<file path="src/rtl/vrp_pkg.sv">
// Shared constants, widths, register codes and helpers for the vertex rotate/project unit.
`timescale 1ns / 1ps

package vrp_pkg;

  // Field widths
  localparam int COORD_BITS = 16;
  localparam int ANGLE_BITS = 16;
  localparam int SCR_W      = 12;
  localparam int OUT_W      = 16;
  localparam int FRAC_BITS  = 12;
  localparam int TRIG_BITS  = 14;
  localparam int TRIG_W     = 16;

  // Configuration port
  localparam int CFG_W = (ANGLE_BITS > SCR_W) ? ANGLE_BITS : SCR_W;
  localparam int IDX_W = 2;

  typedef enum logic [IDX_W-1:0] {
    REG_ANGLE_X   = 2'd0,
    REG_ANGLE_Y   = 2'd1,
    REG_SCREEN_W  = 2'd2,
    REG_SCREEN_H  = 2'd3
  } cfg_reg_t;

  localparam logic [SCR_W-1:0] SCREEN_W_RST = SCR_W'(80);
  localparam logic [SCR_W-1:0] SCREEN_H_RST = SCR_W'(24);

  // Sine polynomial coefficients (Q14)
  localparam int SIN_A = 25736;
  localparam int SIN_B = 10512;
  localparam int SIN_C = 1160;

  // Rotated value width: holds a rotated coordinate and the offset depth
  localparam int RW = ((COORD_BITS > FRAC_BITS + 3) ? COORD_BITS : FRAC_BITS + 3) + 2;
  localparam int ROUND_BIAS   = 1 << (TRIG_BITS - 1);
  localparam int DEPTH_OFFSET = 4 << FRAC_BITS;

  // Projection widths
  localparam int NW    = RW + 14;        // signed numerator
  localparam int MW    = NW - 1;         // numerator magnitude
  localparam int DW    = RW + 1;         // denominator, 2 * depth
  localparam int QBITS = OUT_W - 1;      // quotient bits before saturation
  localparam int CMPW  = DW + QBITS;     // divider compare width
  localparam int DIV_LAT = QBITS + 2;

  // Scale a phase to 16 bits: drop low bits when wider, pad when narrower
  function automatic logic [15:0] phase16(input logic [ANGLE_BITS-1:0] p);
    logic [ANGLE_BITS+15:0] w;
    w = (ANGLE_BITS + 16)'(p) << 16;
    return w[ANGLE_BITS +: 16];
  endfunction

endpackage

</file>
<file path="src/rtl/vrp_sine.sv">
// Four-stage pipelined Q1.14 sine of a 16-bit turn phase.
`timescale 1ns / 1ps

module vrp_sine (
  input  logic                              clk,
  input  logic [15:0]                       phase,
  output logic signed [vrp_pkg::TRIG_W-1:0] sine
);
  import vrp_pkg::*;

  logic [14:0] x;
  logic [29:0] sq;
  logic [25:0] pc;
  logic [28:0] pt;
  logic [29:0] pu;
  logic [15:0] s;

  logic [14:0] x1_r, x2_r, x3_r;
  logic [14:0] sq1_r, sq2_r;
  logic [13:0] t2_r;
  logic [14:0] u3_r;
  logic        neg1_r, neg2_r, neg3_r;
  logic signed [TRIG_W-1:0] sine_r;

  // Fold the phase into the first quadrant and square; also form the products of the later stages
  always_comb begin
    x  = phase[14] ? 15'(15'd16384 - {1'b0, phase[13:0]}) : {1'b0, phase[13:0]};
    sq = 30'(x) * 30'(x);
    pc = 26'(sq1_r) * 26'(SIN_C);
    pt = 29'(sq2_r) * 29'(t2_r);
    pu = 30'(x3_r) * 30'(u3_r);
    s  = pu[29:14];
  end

  // Advance the polynomial one term a stage
  always_ff @(posedge clk) begin
    x1_r   <= x;
    sq1_r  <= sq[28:14];
    neg1_r <= phase[15];

    x2_r   <= x1_r;
    sq2_r  <= sq1_r;
    t2_r   <= 14'(SIN_B) - 14'(pc[25:14]);
    neg2_r <= neg1_r;

    x3_r   <= x2_r;
    u3_r   <= 15'(SIN_A) - pt[28:14];
    neg3_r <= neg2_r;

    sine_r <= neg3_r ? -signed'(s) : signed'(s);
  end

  assign sine = sine_r;

endmodule

</file>
<file path="config.mk">
export PLATFORM = sky130hd
export DESIGN_NAME = vrp_sine
export DESIGN_NICKNAME = d
export VERILOG_FILES = /design/src/rtl/vrp_pkg.sv /design/src/rtl/vrp_sine.sv
export SDC_FILE = /design/constraint.sdc
export NUM_CORES = 1
export LEC_CHECK = 0
export BUFFER_PORTS_ARGS = -buffer_cell sky130_fd_sc_hd__buf_2
export CORE_UTILIZATION = 45
export DETAILED_ROUTE_END_ITERATION = 8
export SLEW_MARGIN = 10
export SYNTH_ARGS = -nofsm -noshare
export SYNTH_HDL_FRONTEND = slang
export SYNTH_SLANG_ARGS = --single-unit
</file>
<file path="constraint.sdc">
create_clock -name clk -period 17.7 [get_ports clk]
set_input_delay 1.77 -clock clk [delete_from_list [all_inputs] [get_ports clk]]
set_output_delay 1.77 -clock clk [all_outputs]
set_load 0.01 [all_outputs]
</file>
==> summary.md, run 1 <==
| Metric | Value |
|---|---|
| Starting density of the core | 45.85% |
| Count leader, synth | inv_1 |
| Async SR Flop Fraction | 0% |
| Clk_lat worst skew | 440 ps |
| Syn Area/Cell | 9.167 um^2 |
| Hold Crit Start | x1_r[7]$_DFF_P_ |
| Placed Cells | 3,302 |
| Top post-synthesis cells by count | inv_1 (607), fa_1 (461), nand2_1 (328) |
| Worst Hold End | x2_r[7]$_DFF_P_ |
| RSZ-0062 raised after global routing | no |
| DR pass1 iterations | 7 |
| Rows | 84 |
| Global-route wire length before repair | 85.84 mm |
| Area growth syn-to-layout | 5.787% |
| CTS buffer count | 17 |
| Slew margin rel. | 44.00% |
| CP endpoint kind | flop |
| CTS max path bufs | 2 |
| Met1 Track Usage GR | 24.81% |
| Highest clock rate | 109.0 MHz |
| GRT Overall Usage | between 10% and 20% |
| Final WL | 50.00 mm |
| HPWL Detailed | 43.05 mm |
| Critical Path Fanout Max | 12 |
| Die extent in x | 234.1 um |
| Seq/Total Area, Yosys | 10.16% |
| PortBufs | 32 |
| Main flop type after synthesis | dfxtp_1 |
| Final slew viol count | 0 |
| # DRC | 3 |
| Critical Path Source Type | input pin |
| Final WS setup | 8526 ps |
| RR Endpoint | u3_r[14]$_DFF_P_ |
| Top cell type's share of synthesized area | 38.08% |
| Met3 usage | 2.359% |
| Max cap viols | 0 |
| Layout Cells excl Fill | 3,334 |
| CTS tree | built |
| Slew @ Worst Pin | 837.8 ps |
| Diodes inserted | 0 |
| CTS HTree Levels | 4 |
| Cts repair resizes | 0 |
| Slowest-stage cell, CP | xor2_1 |
| Slowest Stage Delay on Critical Path | around 530 ps |
| Number of global-route vias before repair | roughly 18k |
| Post-Place Setup Slack | 8058 ps |
| CTS Hold Bufs | 0 |
| Hold path cells | 0 |
| Fin nets | 3,430 |
| Post-Route Skew | 9.322 ps |
| # clock sinks | between 100 and 150 |
| Fin crit share | 51.83% |
| Core area | 52,870 um^2 |
| R2R Setup Slk | 10,490 ps |
| Chip Height | 234.1 um |
| Crit path DAT | 9540 ps |
| Largest net degree at the start of global routing | 17 |
| Detail Route Antenna Nets | 0 |
| Share of cells above drive strength 1 | between 3 and 4% |
| Synth cell types | 70 |
| Die area | 54,800 um^2 |
| I/O pin count | 33 |
| Failing checks | DRC |
| Post-CTS Repair Setup Buffers | 0 |
| WS Path Type | input pin to flop |
| Syn Std Cell Area | 24,240 um^2 |
| Status | finished with violations |
| Worst hold path class | flop to flop |
| Initial antenna violation count | 0 |
| Largest area contributor in the netlist | fa_1 |
| Seq cells post-synth | 123 |
| Clock root buffer | clkbuf_16 |
| WP buf/inv | 8 |
| Met2 Track Usage GR | 35.11% |
| Post-synth EDFFs | 0 |
| CTS clk-pin slew, worst paths | around 60 ps |
| Final setup vio count | 0 |
| Via/cell ratio | 5.051 |
| Total gr overflow | 0 |
| Wire per inst | 15.00 um |
| Top delay family on crit path | adder cells |
| Main area contributors after synthesis | fa_1 (38%), ha_1 (16%), dfxtp_1 (10%) |
| Grt peak-use layer | met2 |
| Vias | 16.84k |
| Synth Warn # | 0 |
| Sum of negative setup slack | 0 ps |
| Worst EP required | 18,070 ps |
| FF-to-FF path depth | 27 |
| RePlAce Congestion | 0.8498 |
| Starting DRT DRC Count | about 580 |
| Endpoints failing hold | 0 |
| Worst reg2reg startpoint | t2_r[5]$_DFF_P_ |
| Post-Syn Instances | 2,644 |
| Minimum clock period | 9174 ps |
## state kept, by name, indices dropped and copies added, names as in the netlist
| name | count |
|---|---|
| x2_r | 15 |
| neg3_r | 1 |
| sq1_r | 15 |
| t2_r | 14 |
| neg2_r | 1 |
| u3_r | 15 |
| sq2_r | 15 |
| sine | 16 |
| neg1_r | 1 |
| x1_r | 15 |
| x3_r | 15 |
## how the worst max path moves through the flow
stage / from / end / slack [ps] / cells past startpoint
final: phase[0] / sq1_r[11]$_DFF_P_ / 8530 / 28
after global placement: phase[0] / sq1_r[11]$_DFF_P_ / 8270 / 28
after CTS: phase[0] / sq1_r[11]$_DFF_P_ / 8510 / 27
after detailed placement: phase[0] / sq1_r[11]$_DFF_P_ / 8060 / 28
after global routing: phase[0] / sq1_r[11]$_DFF_P_ / 7860 / 28
after floorplan: phase[0] / sq1_r[11]$_DFF_P_ / 9030 / 28
## final cells by class
cell class	instances	area [um^2]
Clock inverter	14	148.9
Inverter	611	2293
Clock buffer	18	439.2
Fill cell	4966	27220
Multi-Input combinational cell	1841	19220
Timing Repair Buffer	39	212.7
Tap cell	688	860.8
Sequential cell	123	2462
## placed cells by master (no fill, tap or decap), types with 6 or more instances in the layout
cell type	synthesis	layout
a211o_1	6	6
a211oi_1	10	10
a21o_1	26	26
a21oi_1	48	48
a31oi_1	7	7
and2_1	227	227
and3_1	6	6
buf_2	0	32
buf_4	0	7
clkbuf_16	0	17
conb_1	2	9
dfxtp_1	123	123
fa_1	461	461
ha_1	319	319
inv_1	607	607
nand2_1	328	328
nand2b_1	11	11
nand3_1	17	17
nand4_1	10	10
nor2_1	80	80
nor2b_1	14	14
nor3_1	17	17
nor4_1	7	7
o211ai_1	9	9
o21a_1	11	11
o21ai_0	32	32
o21bai_1	6	6
o31ai_1	8	8
xnor2_1	72	72
xor2_1	24	24
## per-stage QoR
step / cell area, um^2 / utilization [%] / hold WS, ps
after floorplan: 24260 / - / 309.6
after global placement: 25050 / 47.39 / 310.0
after detailed placement: 25050 / 47.39 / 312.1
after CTS: 25640 / 48.50 / 325.8
after global routing: 25640 / 48.50 / 327.0
final: 25640 / 48.50 / 323.9
## per-layer routing
layer,vias to the layer above,wire [um]
li1,8014,-
met1,8553,22280
met2,220,25510
met3,54,1407
met4,0,796
met5,-,0
## logic make-up (layout without fill, tap and decap cells)
group                      after synthesis  after routing  synth area share (%)
adders and majority gates              780            780                 54.54
and+or+nand+nor                        737            737                 14.79
buffers and inverters                  687            682                 10.64
AOI/OAI and AO/OA                      213            213                 6.086
DFF                                    123            123                 10.16
xor gates and xnor gates                97             97                 3.536
muxes                                    5              5                0.2168
other                                    2              9               0.03098
## worst register-to-register path: stages, from the launching register on
cell and delay [ps]:
dfxtp_1 780, nand2_1 180, fa_1 570, inv_1 50
fa_1 510, inv_1 60, fa_1 530, inv_1 50
fa_1 450, fa_1 490, inv_1 50, fa_1 470
inv_1 40, ha_1 310, nand3_1 120, nor3_1 220
o21ai_0 170, o211ai_1 220, a21oi_1 150, xor2_1 160
ha_1 210, inv_1 60, o211ai_1 160, a31o_2 270
a31o_2 250, a2111oi_0 440, nor4_1 100, o31ai_1 90
Power of run 1 is not shown: default switching activity piles up to over one toggle a cycle in this logic, so the estimate is an artifact.
==> inputs of run 2 (changes only) <==
==> constraint.sdc (replaced) <==
create_clock -name clk -period 8.9 [get_ports clk]
set_input_delay 0.89 -clock clk [delete_from_list [all_inputs] [get_ports clk]]
set_output_delay 0.89 -clock clk [all_outputs]
set_load 0.01 [all_outputs]
==> run 2 against run 1 <==
  * The run still ends with DRC left
  * Setup slack worse by 7500 ps
  * Clock skew up 2.8 ps
  * Clock-buffer cell count unchanged
  * Sequential cell count unchanged
  * Non-clock buffer count up 6
  * Highest routed layer unchanged
  * Via count about the same
  * Die area unchanged
  * Sequential share of layout area about the same
  * Register-to-register slack worse by 8800 ps
  * Utilization up 0.12 points
==> summary.md, run 2 (synthesis gave the netlist of run 1 again) <==
| Metric | Value |
|---|---|
| Crit path DAT | 8280 ps |
| DR pass1 iterations | 7 |
| I/O pin count | 33 |
| Largest net degree at the start of global routing | 17 |
| Vias | about 17k |
| Fillers | 5,040 |
| HPWL Detailed | about 43 mm |
| Global-route wire length before repair | 86.86 mm |
| Post-CTS Repair Setup Buffers | 0 |
| GRT Overall Usage | between 15 and 20% |
| Post-Place Setup Slack | 555.1 ps |
| R2R Setup Slk | around 1700 ps |
| Critical Path Fanout Max | 12 |
| Rows | 84 |
| Fin nets | 3,436 |
| Slowest-stage cell, CP | fa_1 |
| CTS Hold Bufs | 0 |
| CTS clk-pin slew, worst paths | 60 ps |
| Critical Path Source Type | input pin |
| Top delay family on crit path | adder cells |
| RSZ-0062 raised after global routing | no |
| Post-Route Skew | 12.10 ps |
| Clk_lat worst skew | 440 ps |
| Final WL | approximately 50 mm |
| Worst hold path class | flop to flop |
| CTS max path bufs | 2 |
| Fin crit share | between 80% and 90% |
| Share of cells above drive strength 1 | 3.620% |
| Most frequent cells in the layout | inv_1 (607), fa_1 (461), nand2_1 (328) |
| RePlAce Congestion | 0.8616 |
| Sum of negative setup slack | 0 ps |
| CTS buffer count | 17 |
| Status | finished with violations |
| Final slew viol count | 0 |
| Slowest Stage Delay on Critical Path | ~550 ps |
| WP buf/inv | 6 |
| Failing checks | DRC |
| Die extent in x | ~230 um |
| Total gr overflow | 0 |
| Via/cell ratio | 5.047 |
| CTS tree | built |
| # DRC | 3 |
| Endpoints failing hold | 0 |
| Number of global-route vias before repair | 18.35k |
| Starting DRT DRC Count | 550 |
| Final setup vio count | 0 |
| Chip Height | 234.1 um |
| Cts repair resizes | 0 |
| Max reg flops | 16 |
| # clock sinks | roughly 120 |
| Multi-input logic area | 19,220 um^2 |
| Area growth syn-to-layout | 6.055% |
| WS Path Type | input pin to flop |
| Most numerous cell on the critical path | fa_1 |
| Core area | around 53,000 um^2 |
| Initial antenna violation count | 0 |
| CTS HTree Levels | 4 |
| Diodes inserted | 0 |
| Most common cell after layout, fill and taps aside | inv_1 |
| Final WS setup | 993.7 ps |
| Detail Route Antenna Nets | 0 |
| Starting density of the core | 45.85% |
| Register area | 2462 um^2 |
| Highest clock rate | 126.5 MHz |
| Minimum clock period | 7906 ps |
| Worst EP required | 9270 ps |
| Fin util | 48.62% |
| Slew margin rel. | 35.79% |
| Slew @ Worst Pin | about 960 ps |
| PortBufs | 32 |
| Clock root buffer | clkbuf_16 |
| Wire per inst | 15.01 um |
| Die area | 54,800 um^2 |
| Max cap viols | 0 |
| CP endpoint kind | flop |
==> run 2: cell types whose count changed in the layout (fill, tap and decap cells not counted) <==
cell	before	now
buf_4	7	13
clkinv_4	3	1
clkinvlp_4	2	1
inv_8	3	2
inv_6	5	8
bufinv_16	1	2
==> run 2: cell type report <==
cell class	count	share of cell area, %
multi-input cells	1841	74.78
repair buffers	45	1.003
inverters	611	8.922
well taps	688	3.349
clock inverters	14	0.6571
clock buffers	18	1.708
flip-flops and latches	123	9.579
==> run 2: worst paths after layout <==
path,start,to,cells past startpoint
hold / removal,x1_r[7]$_DFF_P_,x2_r[7]$_DFF_P_,0
setup reg to reg,t2_r[5]$_DFF_P_,u3_r[14]$_DFF_P_,24
hold reg to reg,x1_r[7]$_DFF_P_,x2_r[7]$_DFF_P_,0
setup / recovery,phase[0],sq1_r[11]$_DFF_P_,27
==> run 2: per-stage QoR <==
| step | hold WS, ps | std cells | instance area, um^2 |
|---|---|---|---|
| final | 323.5 | 3340 | 25710 |
| after detailed placement | 312.1 | 3308 | 25100 |
| after global placement | 310.2 | 3308 | 25100 |
| after CTS | 324.1 | 3340 | 25710 |
| after global routing | 332.1 | 3340 | 25710 |
| after floorplan | 309.6 | 2651 | 24260 |
==> run 2: routing by layer <==
metal	up-vias	track usage [%]	part of all wire [%]
met5	-	0	0
met4	0	5.337	1.6
met3	52	2.432	3.1
met2	225	35.63	51
met1	8560	24.80	44
li1	8019	-	-
Power of run 2 is left out for the same reason.
