==> config.mk <==
export PLATFORM = sky130hd
export DESIGN_NAME = vrp_div
export DESIGN_NICKNAME = d
export VERILOG_FILES = /design/src/rtl/vrp_pkg.sv /design/src/rtl/vrp_div.sv
export SDC_FILE = /design/constraint.sdc
export NUM_CORES = 1
export LEC_CHECK = 0
export BUFFER_PORTS_ARGS = -buffer_cell sky130_fd_sc_hd__buf_2
export CORE_ASPECT_RATIO = 1.1
export CORE_MARGIN = 1.5
export CORE_UTILIZATION = 40
export DETAILED_ROUTE_END_ITERATION = 10
export PLACE_DENSITY = 0.53
export SETUP_SLACK_MARGIN = 0.1
export SYNTH_ARGS = -nofsm -noshare
export SYNTH_HDL_FRONTEND = slang
export SYNTH_SLANG_ARGS = --single-unit
==> constraint.sdc <==
create_clock -name clk -period 4.7 [get_ports clk]
set_input_delay 0.705 -clock clk [delete_from_list [all_inputs] [get_ports clk]]
set_output_delay 0.705 -clock clk [all_outputs]
set_load 0.03 [all_outputs]
==> src/rtl/vrp_pkg.sv <==
// Shared constants, widths, register codes and helpers for the vertex rotate/project unit.
`timescale 1ns / 1ps

package vrp_pkg;

  // Field widths
  localparam int COORD_BITS = 16;
  localparam int ANGLE_BITS = 16;
  localparam int SCR_W      = 12;
  localparam int OUT_W      = 16;
  localparam int FRAC_BITS  = 12;
  localparam int TRIG_BITS  = 14;
  localparam int TRIG_W     = 16;

  // Configuration port
  localparam int CFG_W = (ANGLE_BITS > SCR_W) ? ANGLE_BITS : SCR_W;
  localparam int IDX_W = 2;

  typedef enum logic [IDX_W-1:0] {
    REG_ANGLE_X   = 2'd0,
    REG_ANGLE_Y   = 2'd1,
    REG_SCREEN_W  = 2'd2,
    REG_SCREEN_H  = 2'd3
  } cfg_reg_t;

  localparam logic [SCR_W-1:0] SCREEN_W_RST = SCR_W'(80);
  localparam logic [SCR_W-1:0] SCREEN_H_RST = SCR_W'(24);

  // Sine polynomial coefficients (Q14)
  localparam int SIN_A = 25736;
  localparam int SIN_B = 10512;
  localparam int SIN_C = 1160;

  // Rotated value width: holds a rotated coordinate and the offset depth
  localparam int RW = ((COORD_BITS > FRAC_BITS + 3) ? COORD_BITS : FRAC_BITS + 3) + 2;
  localparam int ROUND_BIAS   = 1 << (TRIG_BITS - 1);
  localparam int DEPTH_OFFSET = 4 << FRAC_BITS;

  // Projection widths
  localparam int NW    = RW + 14;        // signed numerator
  localparam int MW    = NW - 1;         // numerator magnitude
  localparam int DW    = RW + 1;         // denominator, 2 * depth
  localparam int QBITS = OUT_W - 1;      // quotient bits before saturation
  localparam int CMPW  = DW + QBITS;     // divider compare width
  localparam int DIV_LAT = QBITS + 2;

  // Scale a phase to 16 bits: drop low bits when wider, pad when narrower
  function automatic logic [15:0] phase16(input logic [ANGLE_BITS-1:0] p);
    logic [ANGLE_BITS+15:0] w;
    w = (ANGLE_BITS + 16)'(p) << 16;
    return w[ANGLE_BITS +: 16];
  endfunction

endpackage

==> src/rtl/vrp_div.sv <==
// Pipelined restoring divider, one quotient bit a stage, saturating signed result.
`timescale 1ns / 1ps

module vrp_div (
  input  logic                             clk,
  input  logic [vrp_pkg::MW-1:0]           mag,
  input  logic [vrp_pkg::DW-1:0]           den,
  input  logic                             neg,
  output logic signed [vrp_pkg::OUT_W-1:0] quo
);
  import vrp_pkg::*;

  logic [MW-1:0]    rem_r [QBITS+1];
  logic [DW-1:0]    den_r [QBITS+1];
  logic [QBITS-1:0] q_r   [QBITS+1];
  logic             neg_r [QBITS+1];
  logic             ovf_r [QBITS+1];
  logic signed [OUT_W-1:0] quo_r;
  logic signed [OUT_W-1:0] quo_nxt;

  // Flag quotients that do not fit before iterating
  always_ff @(posedge clk) begin
    rem_r[0] <= mag;
    den_r[0] <= den;
    q_r[0]   <= '0;
    neg_r[0] <= neg;
    ovf_r[0] <= CMPW'(mag) >= (CMPW'(den) << QBITS);
  end

  // One compare and subtract a stage, high bit first
  for (genvar k = 0; k < QBITS; k++) begin : g_stage
    localparam int B = QBITS - 1 - k;
    logic [CMPW-1:0] shd;
    logic [CMPW-1:0] diff;
    logic            ge;

    always_comb begin
      shd  = CMPW'(den_r[k]) << B;
      ge   = CMPW'(rem_r[k]) >= shd;
      diff = CMPW'(rem_r[k]) - shd;
    end

    always_ff @(posedge clk) begin
      rem_r[k+1] <= ge ? MW'(diff) : rem_r[k];
      q_r[k+1]   <= q_r[k] | (ge ? (QBITS'(1) << B) : '0);
      den_r[k+1] <= den_r[k];
      neg_r[k+1] <= neg_r[k];
      ovf_r[k+1] <= ovf_r[k];
    end
  end

  // Apply sign and saturate
  always_comb begin
    priority if (ovf_r[QBITS]) begin
      quo_nxt = neg_r[QBITS] ? {1'b1, {QBITS{1'b0}}} : {1'b0, {QBITS{1'b1}}};
    end else if (neg_r[QBITS]) begin
      quo_nxt = -signed'({1'b0, q_r[QBITS]});
    end else begin
      quo_nxt = signed'({1'b0, q_r[QBITS]});
    end
  end

  always_ff @(posedge clk) begin
    quo_r <= quo_nxt;
  end

  assign quo = quo_r;

endmodule

==> out/qor.json, run 1 <==
{
  "ys.warnings.count": {"value": 0},
  "worstReg2RegStart": {"value": "rem_r[3][11]"},
  "worst_path_bufs_invs": {"value": 3},
  "holdBufCountCts": {"value": 0},
  "post-route-util": {"value": 46.21, "unit": "%"},
  "synthesized_net_count": {"value": 4219},
  "hold_path_end": {"value": "neg_r[0][0]"},
  "fp.dieH": {"value": 324.9, "unit": "um"},
  "layout.filler_cells": {"value": 8828},
  "timing.critical_path.required": {"value": 5.25, "unit": "ns"},
  "grtUsageTotal": {"value": 17.69, "unit": "%"},
  "num-nets-final": {"value": 4341},
  "postcts_resize_cnt": {"value": 0},
  "coreArea": {"value": 0.09296, "unit": "mm^2"},
  "num_vias": {"value": 26100},
  "finalMaxSlewViolations": {"value": 0},
  "hold_path_class": {"value": "in2reg"},
  "max_slew.worst_pin.slew": {"value": 0.9912, "unit": "ns"},
  "globalRoute.totalOverflow": {"value": 0},
  "timing.fmax": {"value": 271.0, "unit": "MHz"},
  "path_common_cell": {"value": "sky130_fd_sc_hd__inv_1"},
  "drive_gt1_share": {"value": 9.507, "unit": "%"},
  "root_driver": {"value": "sky130_fd_sc_hd__clkbuf_16"},
  "synth_ff_type": {"value": "sky130_fd_sc_hd__dfxtp_1"},
  "worst_skew_pair.late_latency": {"value": 0.66, "unit": "ns"},
  "route.detailed.vias_per_inst": {"value": 4.916},
  "cts_tree": {"value": "done"},
  "worst-path-stages": {"value": 13},
  "post-place-ws": {"value": 1.009, "unit": "ns"},
  "avg_synthesized_cell_area": {"value": 9.777, "unit": "um^2"},
  "share_comb_of_total_power": {"value": 37.0, "unit": "%"},
  "final_critical_delay_including_setup_and_external_delays": {"value": 3.690, "unit": "ns"},
  "synth_largest_area_cell": {"value": "sky130_fd_sc_hd__dfxtp_1"},
  "drcViolationCount": {"value": 0},
  "antenna_violations_before_repair": {"value": 0},
  "dominant_cells_by_area_after_synthesis": {"value": "sky130_fd_sc_hd__dfxtp_1, sky130_fd_sc_hd__ha_1, sky130_fd_sc_hd__a21oi_1, sky130_fd_sc_hd__inv_1, sky130_fd_sc_hd__xnor2_1"},
  "crit_family": {"value": "compound AO/OA/AOI/OAI gates"},
  "power.switching_fraction": {"value": 34.63, "unit": "%"},
  "post-cts-setup-buffer-count": {"value": 0},
  "drv_cap": {"value": 0},
  "power.ir.vdd_worst": {"value": 320.6, "unit": "uV"},
  "postRouteAntennaNets": {"value": 0},
  "synth_async_sr_flop_share": {"value": 0, "unit": "%"},
  "first_global_vias": {"value": 26790},
  "final-hold-violation-count": {"value": 0},
  "flow.area_growth_from_synthesis": {"value": 14.00, "unit": "%"},
  "antenna_diode_count": {"value": 0},
  "worst-r2r-setup-slack": {"value": 1.01, "unit": "ns"},
  "dr.first_iter.drc_count": {"value": 968},
  "startpoint_type": {"value": "register"},
  "syn-cell-area": {"value": 0.03768, "unit": "mm^2"},
  "cts.htree.levels": {"value": 3},
  "maxSlewHeadroom": {"value": 32.99, "unit": "%"},
  "cts.sinks": {"value": 918},
  "synth_commonest_cells": {"value": "sky130_fd_sc_hd__dfxtp_1, sky130_fd_sc_hd__inv_1, sky130_fd_sc_hd__ha_1"},
  "synth_edf_count": {"value": 0},
  "first_pass_iters": {"value": 5},
  "grt_pass1_wl": {"value": 135300, "unit": "um"},
  "clock_path_buffers": {"value": 3},
  "unrepaired_setup_endpoints_after_global_routing": {"value": "no"},
  "hp-start": {"value": "neg"},
  "timing.critical_path.cells": {"value": "inv_1 > ha_1 > inv_1 > fa_1 > a211oi_1 > o21bai_1 > o311ai_1 > a31oi_1 > o22ai_1 > o21ai_1 > a21boi_2 > buf_12 > mux2_2"},
  "fin_crit_sh": {"value": 78.51, "unit": "%"},
  "area_used_by_sequential_logic_in_the_layout": {"value": 0.01838, "unit": "mm^2"},
  "power.density": {"value": 694.4, "unit": "mW/mm^2"},
  "port_buffers": {"value": 67},
  "numPlacedInstances": {"value": 5127},
  "cp_slowest_cell": {"value": "sky130_fd_sc_hd__a21boi_2"},
  "gp_routability_congestion": {"value": 0.8852},
  "cts-buffers-inserted": {"value": 96},
  "hpwlAfterDp": {"value": 67100, "unit": "um"},
  "initial_core_util": {"value": 40.53, "unit": "%"},
  "grt_start_max_net_pins": {"value": 40},
  "core.rowCount": {"value": 117},
  "seq_power_share": {"value": 36.3, "unit": "%"},
  "critical_path.reg2reg.endpoint": {"value": "rem_r[4][14]"},
  "power.clock.fraction": {"value": 26.7, "unit": "%"},
  "detail_route.wirelength": {"value": 84710, "unit": "um"},
  "worst_setup_path_end_kind": {"value": "register"},
  "timing.critical_path.slowest_cell_delay": {"value": 0.52, "unit": "ns"},
  "logic_depth_of_the_worst_register_to_register_path": {"value": 13},
  "fin_skew": {"value": 0.03400, "unit": "ns"},
  "synthDistinctLibCells": {"value": 88},
  "seq_area_frac_synth": {"value": 48.77, "unit": "%"},
  "final_critical_path_setup_slack": {"value": 1.010, "unit": "ns"},
  "cell_internal_pwr": {"value": 19.50, "unit": "mW"},
  "post_synth_inst_count": {"value": 3854},
  "hold_path_depth": {"value": 1},
  "ys_seq_elements": {"value": 918},
  "yosys.area.top_type_share": {"value": 48.77, "unit": "%"},
  "pin_count": {"value": 68},
  "worst_hold_slack": {"value": 0.1550, "unit": "ns"},
  "finish.cell_count_without_fillers": {"value": 5309},
  "setup_total_negative_slack": {"value": 0, "unit": "ns"},
  "die_width": {"value": 295.6, "unit": "um"},
  "critPathMaxFanout": {"value": 21},
  "critical_path.startpoint": {"value": "rem_r[3][11]"},
  "multiInputGateArea": {"value": 0.01761, "unit": "mm^2"},
  "outcome": {"value": "finished clean"},
  "drt-wirelength-per-cell": {"value": 15.96, "unit": "um"},
  "die_area": {"value": 0.09605, "unit": "mm^2"},
  "critical_path_arrival": {"value": 4.24, "unit": "ns"},
  "net-switching-power": {"value": 10.33, "unit": "mW"},
  "yosys.cell_count.top_type": {"value": "sky130_fd_sc_hd__dfxtp_1"},
  "p_leak": {"value": 19.30, "unit": "nW"},
  "setup_violations": {"value": 0},
  "worstSetupPathType": {"value": "reg2reg"},
  "clk_transition_reported_paths": {"value": 0.06, "unit": "ns"}
}
-- cell usage in the layout (no fill, tap or decap), types with 11 or more instances in the layout --
cell                        instances
sky130_fd_sc_hd__nor4_1            46
sky130_fd_sc_hd__bufinv_16         11
sky130_fd_sc_hd__o21a_1            37
sky130_fd_sc_hd__buf_4             19
sky130_fd_sc_hd__nor2b_1           43
sky130_fd_sc_hd__o2111ai_1         11
sky130_fd_sc_hd__a21oi_1          291
sky130_fd_sc_hd__a211o_1           11
sky130_fd_sc_hd__nor2_1           251
sky130_fd_sc_hd__a211oi_1          26
sky130_fd_sc_hd__or2_2             12
sky130_fd_sc_hd__buf_2             67
sky130_fd_sc_hd__o211ai_1          16
sky130_fd_sc_hd__or3_1             18
sky130_fd_sc_hd__clkbuf_8          22
sky130_fd_sc_hd__fa_1              14
sky130_fd_sc_hd__nand4_1           43
sky130_fd_sc_hd__a21o_1           116
sky130_fd_sc_hd__xnor2_1          143
sky130_fd_sc_hd__o21bai_1          31
sky130_fd_sc_hd__or4_1             13
sky130_fd_sc_hd__a31oi_1           30
sky130_fd_sc_hd__and2_1            13
sky130_fd_sc_hd__nand3_1           50
sky130_fd_sc_hd__and3_1            17
sky130_fd_sc_hd__nor3_1            64
sky130_fd_sc_hd__clkinv_2          26
sky130_fd_sc_hd__dfxtp_1          918
sky130_fd_sc_hd__o21ai_0          201
sky130_fd_sc_hd__mux2_2            79
sky130_fd_sc_hd__nand2_1          237
sky130_fd_sc_hd__o31ai_1           19
sky130_fd_sc_hd__inv_1            385
sky130_fd_sc_hd__nor4b_1           17
sky130_fd_sc_hd__clkbuf_16         97
sky130_fd_sc_hd__nand2b_1          52
sky130_fd_sc_hd__ha_1             299
sky130_fd_sc_hd__o21ai_1           11
sky130_fd_sc_hd__xor2_1           132
-- worst reg2reg max path: stages, from the launching register on --
cell and delay (ns):
sky130_fd_sc_hd__dfxtp_1 0.30, sky130_fd_sc_hd__inv_1 0.06, sky130_fd_sc_hd__ha_1 0.18, sky130_fd_sc_hd__inv_1 0.06, sky130_fd_sc_hd__fa_1 0.44, sky130_fd_sc_hd__a211oi_1 0.26
sky130_fd_sc_hd__o21bai_1 0.13, sky130_fd_sc_hd__o311ai_1 0.34, sky130_fd_sc_hd__a31oi_1 0.18, sky130_fd_sc_hd__o22ai_1 0.34, sky130_fd_sc_hd__o21ai_1 0.20, sky130_fd_sc_hd__a21boi_2 0.52
sky130_fd_sc_hd__buf_12 0.23, sky130_fd_sc_hd__mux2_2 0.34
-- final cells by class --
cell class / instances / area share (%)
well taps: 1249 / 3.638
clock inverters: 57 / 1.634
multi-input cells: 2487 / 41.00
flip-flops and latches: 918 / 42.78
inverters: 386 / 3.373
repair buffers: 87 / 1.159
clock buffers: 125 / 6.408
-- per-layer routing --
layer / up-vias / wire length (um) / global-route usage [%]
met5: - / 0 / 0
met4: 0 / 4112 / 8.618
met3: 196 / 2281 / 2.617
met2: 357 / 47650 / 36.48
met1: 11970 / 30660 / 16.29
li1: 13580 / - / -
-- how the worst max path moves through the flow --
stage              endpoint
2_1_floorplan  rem_r[4][14]
3_3_place_gp   rem_r[4][14]
3_5_place_dp   rem_r[4][12]
4_1_cts        rem_r[4][14]
5_1_grt        rem_r[4][12]
6_report       rem_r[4][14]
-- power groups by stage --
stage	combinational, mW	sequential, mW	clock [mW]
finish	11.0	10.8	7.96
global route	12.4	11.0	8.54
CTS	11.1	10.8	8.23
detailed placement	11.0	11.0	0
global placement	11.0	11.0	0
floorplan	8.74	10.6	0
-- kinds of logic after synthesis --
logic type               share of synthesized area, %
flip-flops                                      48.77
AND/OR/NAND/NOR                                 11.97
AO/OA/AOI/OAI                                   14.83
buffers and inverters                           4.559
adder cells (fa/ha/maj)                         10.67
XOR/XNOR                                        6.392
multiplexers                                    2.796
-- through the flow --
stage / power (mW) / instance area (um^2)
after floorplan: 19.37 / 37680
after global placement: 22.03 / 39500
after detailed placement: 22.06 / 39500
after CTS: 30.19 / 42950
after global routing: 31.98 / 42950
final: 29.83 / 42950
-- sequential cells by signal, summed over array words and instances (netlist names) --
name   flops
den_r    285
quo       16
rem_r    465
q_r      120
neg_r     16
ovf_r     16
Power figures use the tool's default switching activity.
==> run 2: changes to the inputs <==
--- a/config.mk
+++ b/config.mk
@@ -5,12 +5,13 @@
 export SDC_FILE = /design/constraint.sdc
 export NUM_CORES = 1
 export LEC_CHECK = 0
+export ABC_AREA = 1
 export BUFFER_PORTS_ARGS = -buffer_cell sky130_fd_sc_hd__buf_2
 export CORE_ASPECT_RATIO = 1.1
 export CORE_MARGIN = 1.5
 export CORE_UTILIZATION = 40
 export DETAILED_ROUTE_END_ITERATION = 10
-export PLACE_DENSITY = 0.53
+export PLACE_DENSITY = 0.55
 export SETUP_SLACK_MARGIN = 0.1
 export SYNTH_ARGS = -nofsm -noshare
 export SYNTH_HDL_FRONTEND = slang
==> constraint.sdc (replaced) <==
create_clock -name clk -period 3 [get_ports clk]
set_input_delay 0.45 -clock clk [delete_from_list [all_inputs] [get_ports clk]]
set_output_delay 0.45 -clock clk [all_outputs]
set_load 0.03 [all_outputs]
==> out/qor.json, run 2 <==
{
  "unrepaired_setup_endpoints_after_global_routing": {"value": "no"},
  "synthesized_net_count": {"value": 6837},
  "post-route-util": {"value": 45.82, "unit": "%"},
  "synth_edf_count": {"value": 0},
  "fin_crit_sh": {"value": 87.35, "unit": "%"},
  "timing.critical_path.cells": {"value": "inv_1 > ha_1 > nand2_1 > nand3_1 > nand2_1 > nand2_1 > nand2_1 > nand3_1 > nor2_2 > buf_4 > nand2_1 > o21ai_1"},
  "critPathMaxFanout": {"value": 24},
  "dr.first_iter.drc_count": {"value": 2681},
  "max_slew.worst_pin.slew": {"value": 0.7597, "unit": "ns"},
  "power.clock.fraction": {"value": 23.8, "unit": "%"},
  "fp.dieH": {"value": 357.4, "unit": "um"},
  "worst_path_bufs_invs": {"value": 2},
  "synth_async_sr_flop_share": {"value": 0, "unit": "%"},
  "cts_tree": {"value": "done"},
  "coreArea": {"value": 0.1128, "unit": "mm^2"},
  "post-cts-setup-buffer-count": {"value": 0},
  "registers.top_by_ff_count": {"value": "rem_r"},
  "cell_internal_pwr": {"value": 31.59, "unit": "mW"},
  "power.density": {"value": 1066, "unit": "mW/mm^2"},
  "initial_core_util": {"value": 40.48, "unit": "%"},
  "sum_of_internal_switching_and_leakage_power": {"value": 55.10, "unit": "mW"},
  "first_pass_iters": {"value": 6},
  "hpwlAfterDp": {"value": 108300, "unit": "um"},
  "yosys.cell_count.top_type": {"value": "sky130_fd_sc_hd__nand2_1"},
  "root_driver": {"value": "sky130_fd_sc_hd__clkbuf_16"},
  "setup_total_negative_slack": {"value": 0, "unit": "ns"},
  "final-hold-violation-count": {"value": 0},
  "num-nets-final": {"value": 7023},
  "final_area": {"value": 0.05169, "unit": "mm^2"},
  "post_synth_inst_count": {"value": 6472},
  "seq_area_frac_synth": {"value": 40.24, "unit": "%"},
  "syn-cell-area": {"value": 0.04567, "unit": "mm^2"},
  "hold_path_class": {"value": "reg2reg"},
  "seq_power_share": {"value": 32.2, "unit": "%"},
  "p_leak": {"value": 27.02, "unit": "nW"},
  "holdBufCountCts": {"value": 51},
  "cp_slowest_cell": {"value": "sky130_fd_sc_hd__ha_1"},
  "avg_synthesized_cell_area": {"value": 7.056, "unit": "um^2"},
  "maxSlewHeadroom": {"value": 49.30, "unit": "%"},
  "worst_setup_path_end_kind": {"value": "register"},
  "worst_hold_slack": {"value": 0.3040, "unit": "ns"},
  "number_of_flip_flops_in_the_largest_register": {"value": 465},
  "route.detailed.vias_per_inst": {"value": 4.739},
  "setup_violations": {"value": 0},
  "crit_family": {"value": "simple AND/OR/NAND/NOR gates"},
  "grtUsageTotal": {"value": 22.53, "unit": "%"},
  "final_common_cell": {"value": "sky130_fd_sc_hd__nand2_1"},
  "postRouteAntennaNets": {"value": 0},
  "synth_ff_type": {"value": "sky130_fd_sc_hd__dfxtp_1"},
  "path_common_cell": {"value": "sky130_fd_sc_hd__nand2_1"},
  "antenna_violations_before_repair": {"value": 2},
  "core.rowCount": {"value": 129},
  "synth_commonest_cells": {"value": "sky130_fd_sc_hd__nand2_1, sky130_fd_sc_hd__inv_1, sky130_fd_sc_hd__dfxtp_1"},
  "cts.htree.levels": {"value": 3},
  "ys.warnings.count": {"value": 0},
  "postcts_resize_cnt": {"value": 0},
  "placed_cell_area": {"value": 0.04758, "unit": "mm^2"},
  "power.ir.vdd_worst": {"value": 529.3, "unit": "uV"},
  "largestRegisters": {"value": "rem_r: 465 flops, den_r: 285 flops, q_r: 120 flops"},
  "die_area": {"value": 0.1162, "unit": "mm^2"},
  "synthDistinctLibCells": {"value": 52},
  "grt_start_max_net_pins": {"value": 38},
  "detail_route.wirelength": {"value": 132100, "unit": "um"},
  "timing.fmax": {"value": 381.6, "unit": "MHz"},
  "cts.sinks": {"value": 918},
  "ys_seq_elements": {"value": 918},
  "die_width": {"value": 325.2, "unit": "um"},
  "clock_path_buffers": {"value": 3},
  "share_comb_of_total_power": {"value": 44.0, "unit": "%"},
  "timing.critical_path.required": {"value": 3.61, "unit": "ns"},
  "layout.filler_cells": {"value": 11580},
  "flow.area_growth_from_synthesis": {"value": 13.20, "unit": "%"},
  "cts-buffers-inserted": {"value": 100},
  "synth_largest_area_cell": {"value": "sky130_fd_sc_hd__dfxtp_1"},
  "final_critical_delay_including_setup_and_external_delays": {"value": 2.621, "unit": "ns"},
  "timing.critical_path.slowest_cell_delay": {"value": 0.38, "unit": "ns"},
  "net-switching-power": {"value": 23.51, "unit": "mW"},
  "dominant_cells_by_area_after_synthesis": {"value": "sky130_fd_sc_hd__dfxtp_1, sky130_fd_sc_hd__nand2_1, sky130_fd_sc_hd__inv_1, sky130_fd_sc_hd__ha_1, sky130_fd_sc_hd__nand3_1"},
  "drt-wirelength-per-cell": {"value": 16.02, "unit": "um"},
  "first_global_vias": {"value": 37230},
  "clk_transition_reported_paths": {"value": 0.06, "unit": "ns"},
  "critical_path_arrival": {"value": 3.23, "unit": "ns"},
  "worstSetupPathType": {"value": "reg2reg"},
  "yosys.area.top_type_share": {"value": 40.24, "unit": "%"},
  "drcViolationCount": {"value": 0},
  "most-common-layout-cells": {"value": "sky130_fd_sc_hd__nand2_1, sky130_fd_sc_hd__inv_1, sky130_fd_sc_hd__dfxtp_1"},
  "port_buffers": {"value": 67},
  "fin_skew": {"value": 0.05405, "unit": "ns"},
  "num_vias": {"value": 39090},
  "pin_count": {"value": 68},
  "power.switching_fraction": {"value": 42.67, "unit": "%"},
  "drv_cap": {"value": 0},
  "gp_routability_congestion": {"value": 0.9177},
  "outcome": {"value": "finished clean"},
  "grt_pass1_wl": {"value": 206100, "unit": "um"},
  "globalRoute.totalOverflow": {"value": 0},
  "startpoint_type": {"value": "register"},
  "worst_skew_pair.late_latency": {"value": 0.73, "unit": "ns"},
  "drive_gt1_share": {"value": 6.868, "unit": "%"},
  "finalMaxSlewViolations": {"value": 0}
}
-- run 2: changes by cell type after synthesis, moves of 51 or more --
cell / change
sky130_fd_sc_hd__inv_1: +726
sky130_fd_sc_hd__a21oi_1: -91
sky130_fd_sc_hd__a21oi_2: +51
sky130_fd_sc_hd__nor2_1: +254
sky130_fd_sc_hd__nand3_1: +369
sky130_fd_sc_hd__mux2_2: -79
sky130_fd_sc_hd__o21ai_0: -119
sky130_fd_sc_hd__xnor2_1: -90
sky130_fd_sc_hd__a21o_1: -111
sky130_fd_sc_hd__nand2_1: +1969
sky130_fd_sc_hd__nand2b_1: -52
-- run 2: layout make-up --
class,count,area (um^2),share of cell area [%]
timing repair buffer,137,1013,1.960
multi-input combinational,4376,22570,43.67
clock inverter,54,785.8,1.520
tap,1506,1884,3.645
clock buffer,131,2819,5.453
sequential,918,18380,35.55
antenna,1,2.502,0.004841
inverter,1125,4238,8.198
-- run 2: final timing paths --
check	from	endpoint	cells after the start	slack [ns]
max	den_r[0][78]	rem_r[5][18]	12	0.38
min reg2reg	q_r[1][80]	q_r[1][95]	0	0.30
min	q_r[1][80]	q_r[1][95]	0	0.30
max reg2reg	den_r[0][78]	rem_r[5][18]	12	0.38
-- run 2: per-stage QoR --
step	cells	setup WS [ns]
global placement	8011	0.3820
floorplan	6472	1.013
finish	8248	0.3794
detailed placement	8011	0.3538
global route	8247	0.1523
CTS	8247	0.3314
-- run 2: logic make-up (layout without fill, tap and decap cells) --
group,after synthesis,in the layout,share of synthesized area (%)
compound gates,425,425,5.614
xor+xnor,164,164,3.145
fa+ha+maj,313,313,8.806
buf+inv,1178,1447,10.32
flops,918,918,40.24
other cells,0,1,0
simple gates,3474,3474,31.87
-- run 2: layer usage --
| layer | wire [um] | GRT usage [%] | vias up |
|---|---|---|---|
| met5 | 0 | 0 | - |
| met4 | 3355 | 6.925 | 0 |
| met3 | 5960 | 2.390 | 186 |
| met2 | 63240 | 39.61 | 912 |
| met1 | 59540 | 28.95 | 17610 |
| li1 | - | - | 20390 |
-- run 2: power groups by stage --
stage,clock network (mW),registers [mW],logic [mW]
after floorplan,0,16.8,18.3
after global placement,0,18.1,23.9
after detailed placement,0,18.1,24.0
after CTS,13.5,17.8,24.2
after global routing,13.9,18.0,27.7
final,13.1,17.7,24.3
==> run 3: changes to the inputs <==
--- a/config.mk
+++ b/config.mk
@@ -7,11 +7,13 @@
 export LEC_CHECK = 0
 export ABC_AREA = 1
 export BUFFER_PORTS_ARGS = -buffer_cell sky130_fd_sc_hd__buf_2
+export CELL_PAD_IN_SITES_DETAIL_PLACEMENT = 1
+export CELL_PAD_IN_SITES_GLOBAL_PLACEMENT = 1
 export CORE_ASPECT_RATIO = 1.1
 export CORE_MARGIN = 1.5
 export CORE_UTILIZATION = 40
 export DETAILED_ROUTE_END_ITERATION = 10
-export PLACE_DENSITY = 0.55
+export PLACE_DENSITY = 0.71
 export SETUP_SLACK_MARGIN = 0.1
 export SYNTH_ARGS = -nofsm -noshare
 export SYNTH_HDL_FRONTEND = slang
==> out/qor.json, run 3 (synthesized netlist as in run 2, its figures left out) <==
{
  "hold_path_depth": {"value": 0},
  "worst-r2r-setup-slack": {"value": 0.38, "unit": "ns"},
  "setup_total_negative_slack": {"value": 0, "unit": "ns"},
  "post-route-util": {"value": 45.56, "unit": "%"},
  "num-nets-final": {"value": 7025},
  "unrepaired_setup_endpoints_after_global_routing": {"value": "no"},
  "hold_path_class": {"value": "reg2reg"},
  "hold_path_end": {"value": "q_r[1][74]"},
  "cts.htree.levels": {"value": 3},
  "largestRegisters": {"value": "rem_r: 465 flops, den_r: 285 flops, q_r: 120 flops"},
  "max_slew.worst_pin.slew": {"value": 0.7224, "unit": "ns"},
  "finalMaxSlewViolations": {"value": 0},
  "num_vias": {"value": 40170},
  "fin_crit_sh": {"value": 87.25, "unit": "%"},
  "finish.cell_count_without_fillers": {"value": 8249},
  "grt_pass1_wl": {"value": 233600, "unit": "um"},
  "power.density": {"value": 1070, "unit": "mW/mm^2"},
  "most-common-layout-cells": {"value": "sky130_fd_sc_hd__nand2_1, sky130_fd_sc_hd__inv_1, sky130_fd_sc_hd__dfxtp_1"},
  "root_driver": {"value": "sky130_fd_sc_hd__clkbuf_16"},
  "logic_depth_of_the_worst_register_to_register_path": {"value": 12},
  "worst_hold_slack": {"value": 0.3152, "unit": "ns"},
  "drive_gt1_share": {"value": 6.765, "unit": "%"},
  "registers.top_by_ff_count": {"value": "rem_r"},
  "postRouteAntennaNets": {"value": 0},
  "cts.sinks": {"value": 918},
  "final_common_cell": {"value": "sky130_fd_sc_hd__nand2_1"},
  "worstSetupPathType": {"value": "reg2reg"},
  "drv_cap": {"value": 0},
  "die_area": {"value": 0.1162, "unit": "mm^2"},
  "multiInputGateArea": {"value": 0.02258, "unit": "mm^2"},
  "dr.first_iter.drc_count": {"value": 1720},
  "final_area": {"value": 0.05140, "unit": "mm^2"},
  "clock_path_buffers": {"value": 3},
  "timing.critical_path.required": {"value": 3.63, "unit": "ns"},
  "detail_route.wirelength": {"value": 147600, "unit": "um"},
  "port_buffers": {"value": 67},
  "grtUsageTotal": {"value": 25.50, "unit": "%"},
  "worst_skew_pair.late_latency": {"value": 0.73, "unit": "ns"},
  "critPathMaxFanout": {"value": 23},
  "worst_setup_path_end_kind": {"value": "register"},
  "first_global_vias": {"value": 42310},
  "power.ir.vdd_worst": {"value": 462.3, "unit": "uV"},
  "drt-wirelength-per-cell": {"value": 17.89, "unit": "um"},
  "startpoint_type": {"value": "register"},
  "hp-start": {"value": "q_r[1][59]"},
  "number_of_flip_flops_in_the_largest_register": {"value": 465},
  "critical_path.reg2reg.endpoint": {"value": "rem_r[5][17]"},
  "fin_skew": {"value": 0.05371, "unit": "ns"},
  "placed_cell_area": {"value": 0.04763, "unit": "mm^2"},
  "coreArea": {"value": 0.1128, "unit": "mm^2"},
  "antenna_violations_before_repair": {"value": 5},
  "outcome": {"value": "finished clean"},
  "clk_transition_reported_paths": {"value": 0.07, "unit": "ns"},
  "initial_core_util": {"value": 40.48, "unit": "%"},
  "final-hold-violation-count": {"value": 0},
  "cts_tree": {"value": "done"},
  "critical_path_arrival": {"value": 3.25, "unit": "ns"},
  "layout.filler_cells": {"value": 14350},
  "setup_violations": {"value": 0},
  "p_leak": {"value": 26.86, "unit": "nW"},
  "drcViolationCount": {"value": 0},
  "cts-buffers-inserted": {"value": 97},
  "worstReg2RegStart": {"value": "den_r[0][91]"},
  "critical_path.startpoint": {"value": "den_r[0][91]"},
  "grt_start_max_net_pins": {"value": 34},
  "pin_count": {"value": 68},
  "timing.fmax": {"value": 382.0, "unit": "MHz"},
  "area_used_by_sequential_logic_in_the_layout": {"value": 0.01838, "unit": "mm^2"},
  "route.detailed.vias_per_inst": {"value": 4.869},
  "hpwlAfterDp": {"value": 120600, "unit": "um"},
  "first_pass_iters": {"value": 5},
  "core.rowCount": {"value": 129},
  "die_width": {"value": 325.2, "unit": "um"},
  "final_critical_delay_including_setup_and_external_delays": {"value": 2.618, "unit": "ns"},
  "maxSlewHeadroom": {"value": 51.79, "unit": "%"},
  "post-cts-setup-buffer-count": {"value": 0},
  "numPlacedInstances": {"value": 8016},
  "gp_routability_congestion": {"value": 0.9072},
  "globalRoute.totalOverflow": {"value": 0},
  "flow.area_growth_from_synthesis": {"value": 12.57, "unit": "%"},
  "fp.dieH": {"value": 357.4, "unit": "um"}
}
run 3: what timing repair did:
action                                  4_1_cts  5_1_grt
endpoints found under the setup margin        0        9
hold buffers                                 51        0
hold endpoints to repair                     51        0
resized for setup                             0        1
run 3: per-stage QoR:
step | setup WS [ns] | total power, mW
3_3_place_gp | 0.1906 | 42.32
5_1_grt | 0.1691 | 59.51
3_5_place_dp | 0.2408 | 42.90
6_report | 0.3824 | 54.98
2_1_floorplan | 1.013 | 35.13
4_1_cts | 0.2074 | 55.45
run 3: final cells by class:
cell class / count / area share [%]
timing repair buffer: 142 / 2.069
multi-input combinational: 4376 / 43.93
tap: 1506 / 3.666
clock inverter: 53 / 1.110
sequential: 918 / 35.75
antenna: 2 / 0.009736
clock buffer: 127 / 5.219
inverter: 1125 / 8.244
run 3: per-layer routing:
metal | up-vias | global-route usage [%] | share of wire [%]
met5 | - | 0 | 0.016
met2 | 497 | 47.01 | 50
met1 | 19030 | 30.36 | 44
met4 | 4 | 9.757 | 3.6
li1 | 20410 | - | -
met3 | 232 | 2.606 | 2.5
run 3: how the worst max path moves through the flow:
stage | cells after the start | slack (ns) | endpoint
6_report | 12 | 0.38 | rem_r[5][17]
3_5_place_dp | 9 | 0.24 | rem_r[2][19]
5_1_grt | 12 | 0.17 | rem_r[5][11]
3_3_place_gp | 9 | 0.19 | rem_r[2][19]
4_1_cts | 9 | 0.21 | rem_r[2][19]
2_1_floorplan | 13 | 1.01 | rem_r[12][7]
run 3: worst max-delay path, stage by stage, from the launching register on:
cell and delay, ns:
sky130_fd_sc_hd__dfxtp_1 0.47, sky130_fd_sc_hd__inv_1 0.08, sky130_fd_sc_hd__ha_1 0.37, sky130_fd_sc_hd__nand2_1 0.13
sky130_fd_sc_hd__inv_1 0.07, sky130_fd_sc_hd__nand2_1 0.06, sky130_fd_sc_hd__nand2_1 0.06, sky130_fd_sc_hd__a21oi_1 0.20
sky130_fd_sc_hd__nand3_1 0.12, sky130_fd_sc_hd__nor2_2 0.42, sky130_fd_sc_hd__buf_4 0.35, sky130_fd_sc_hd__nand2_1 0.10
sky130_fd_sc_hd__o21ai_1 0.08
run 3: power by group:
group | switching [mW] | internal, mW
Sequential | 2.60 | 15.3
Combinational | 16.3 | 8.55
Clock | 5.33 | 6.85
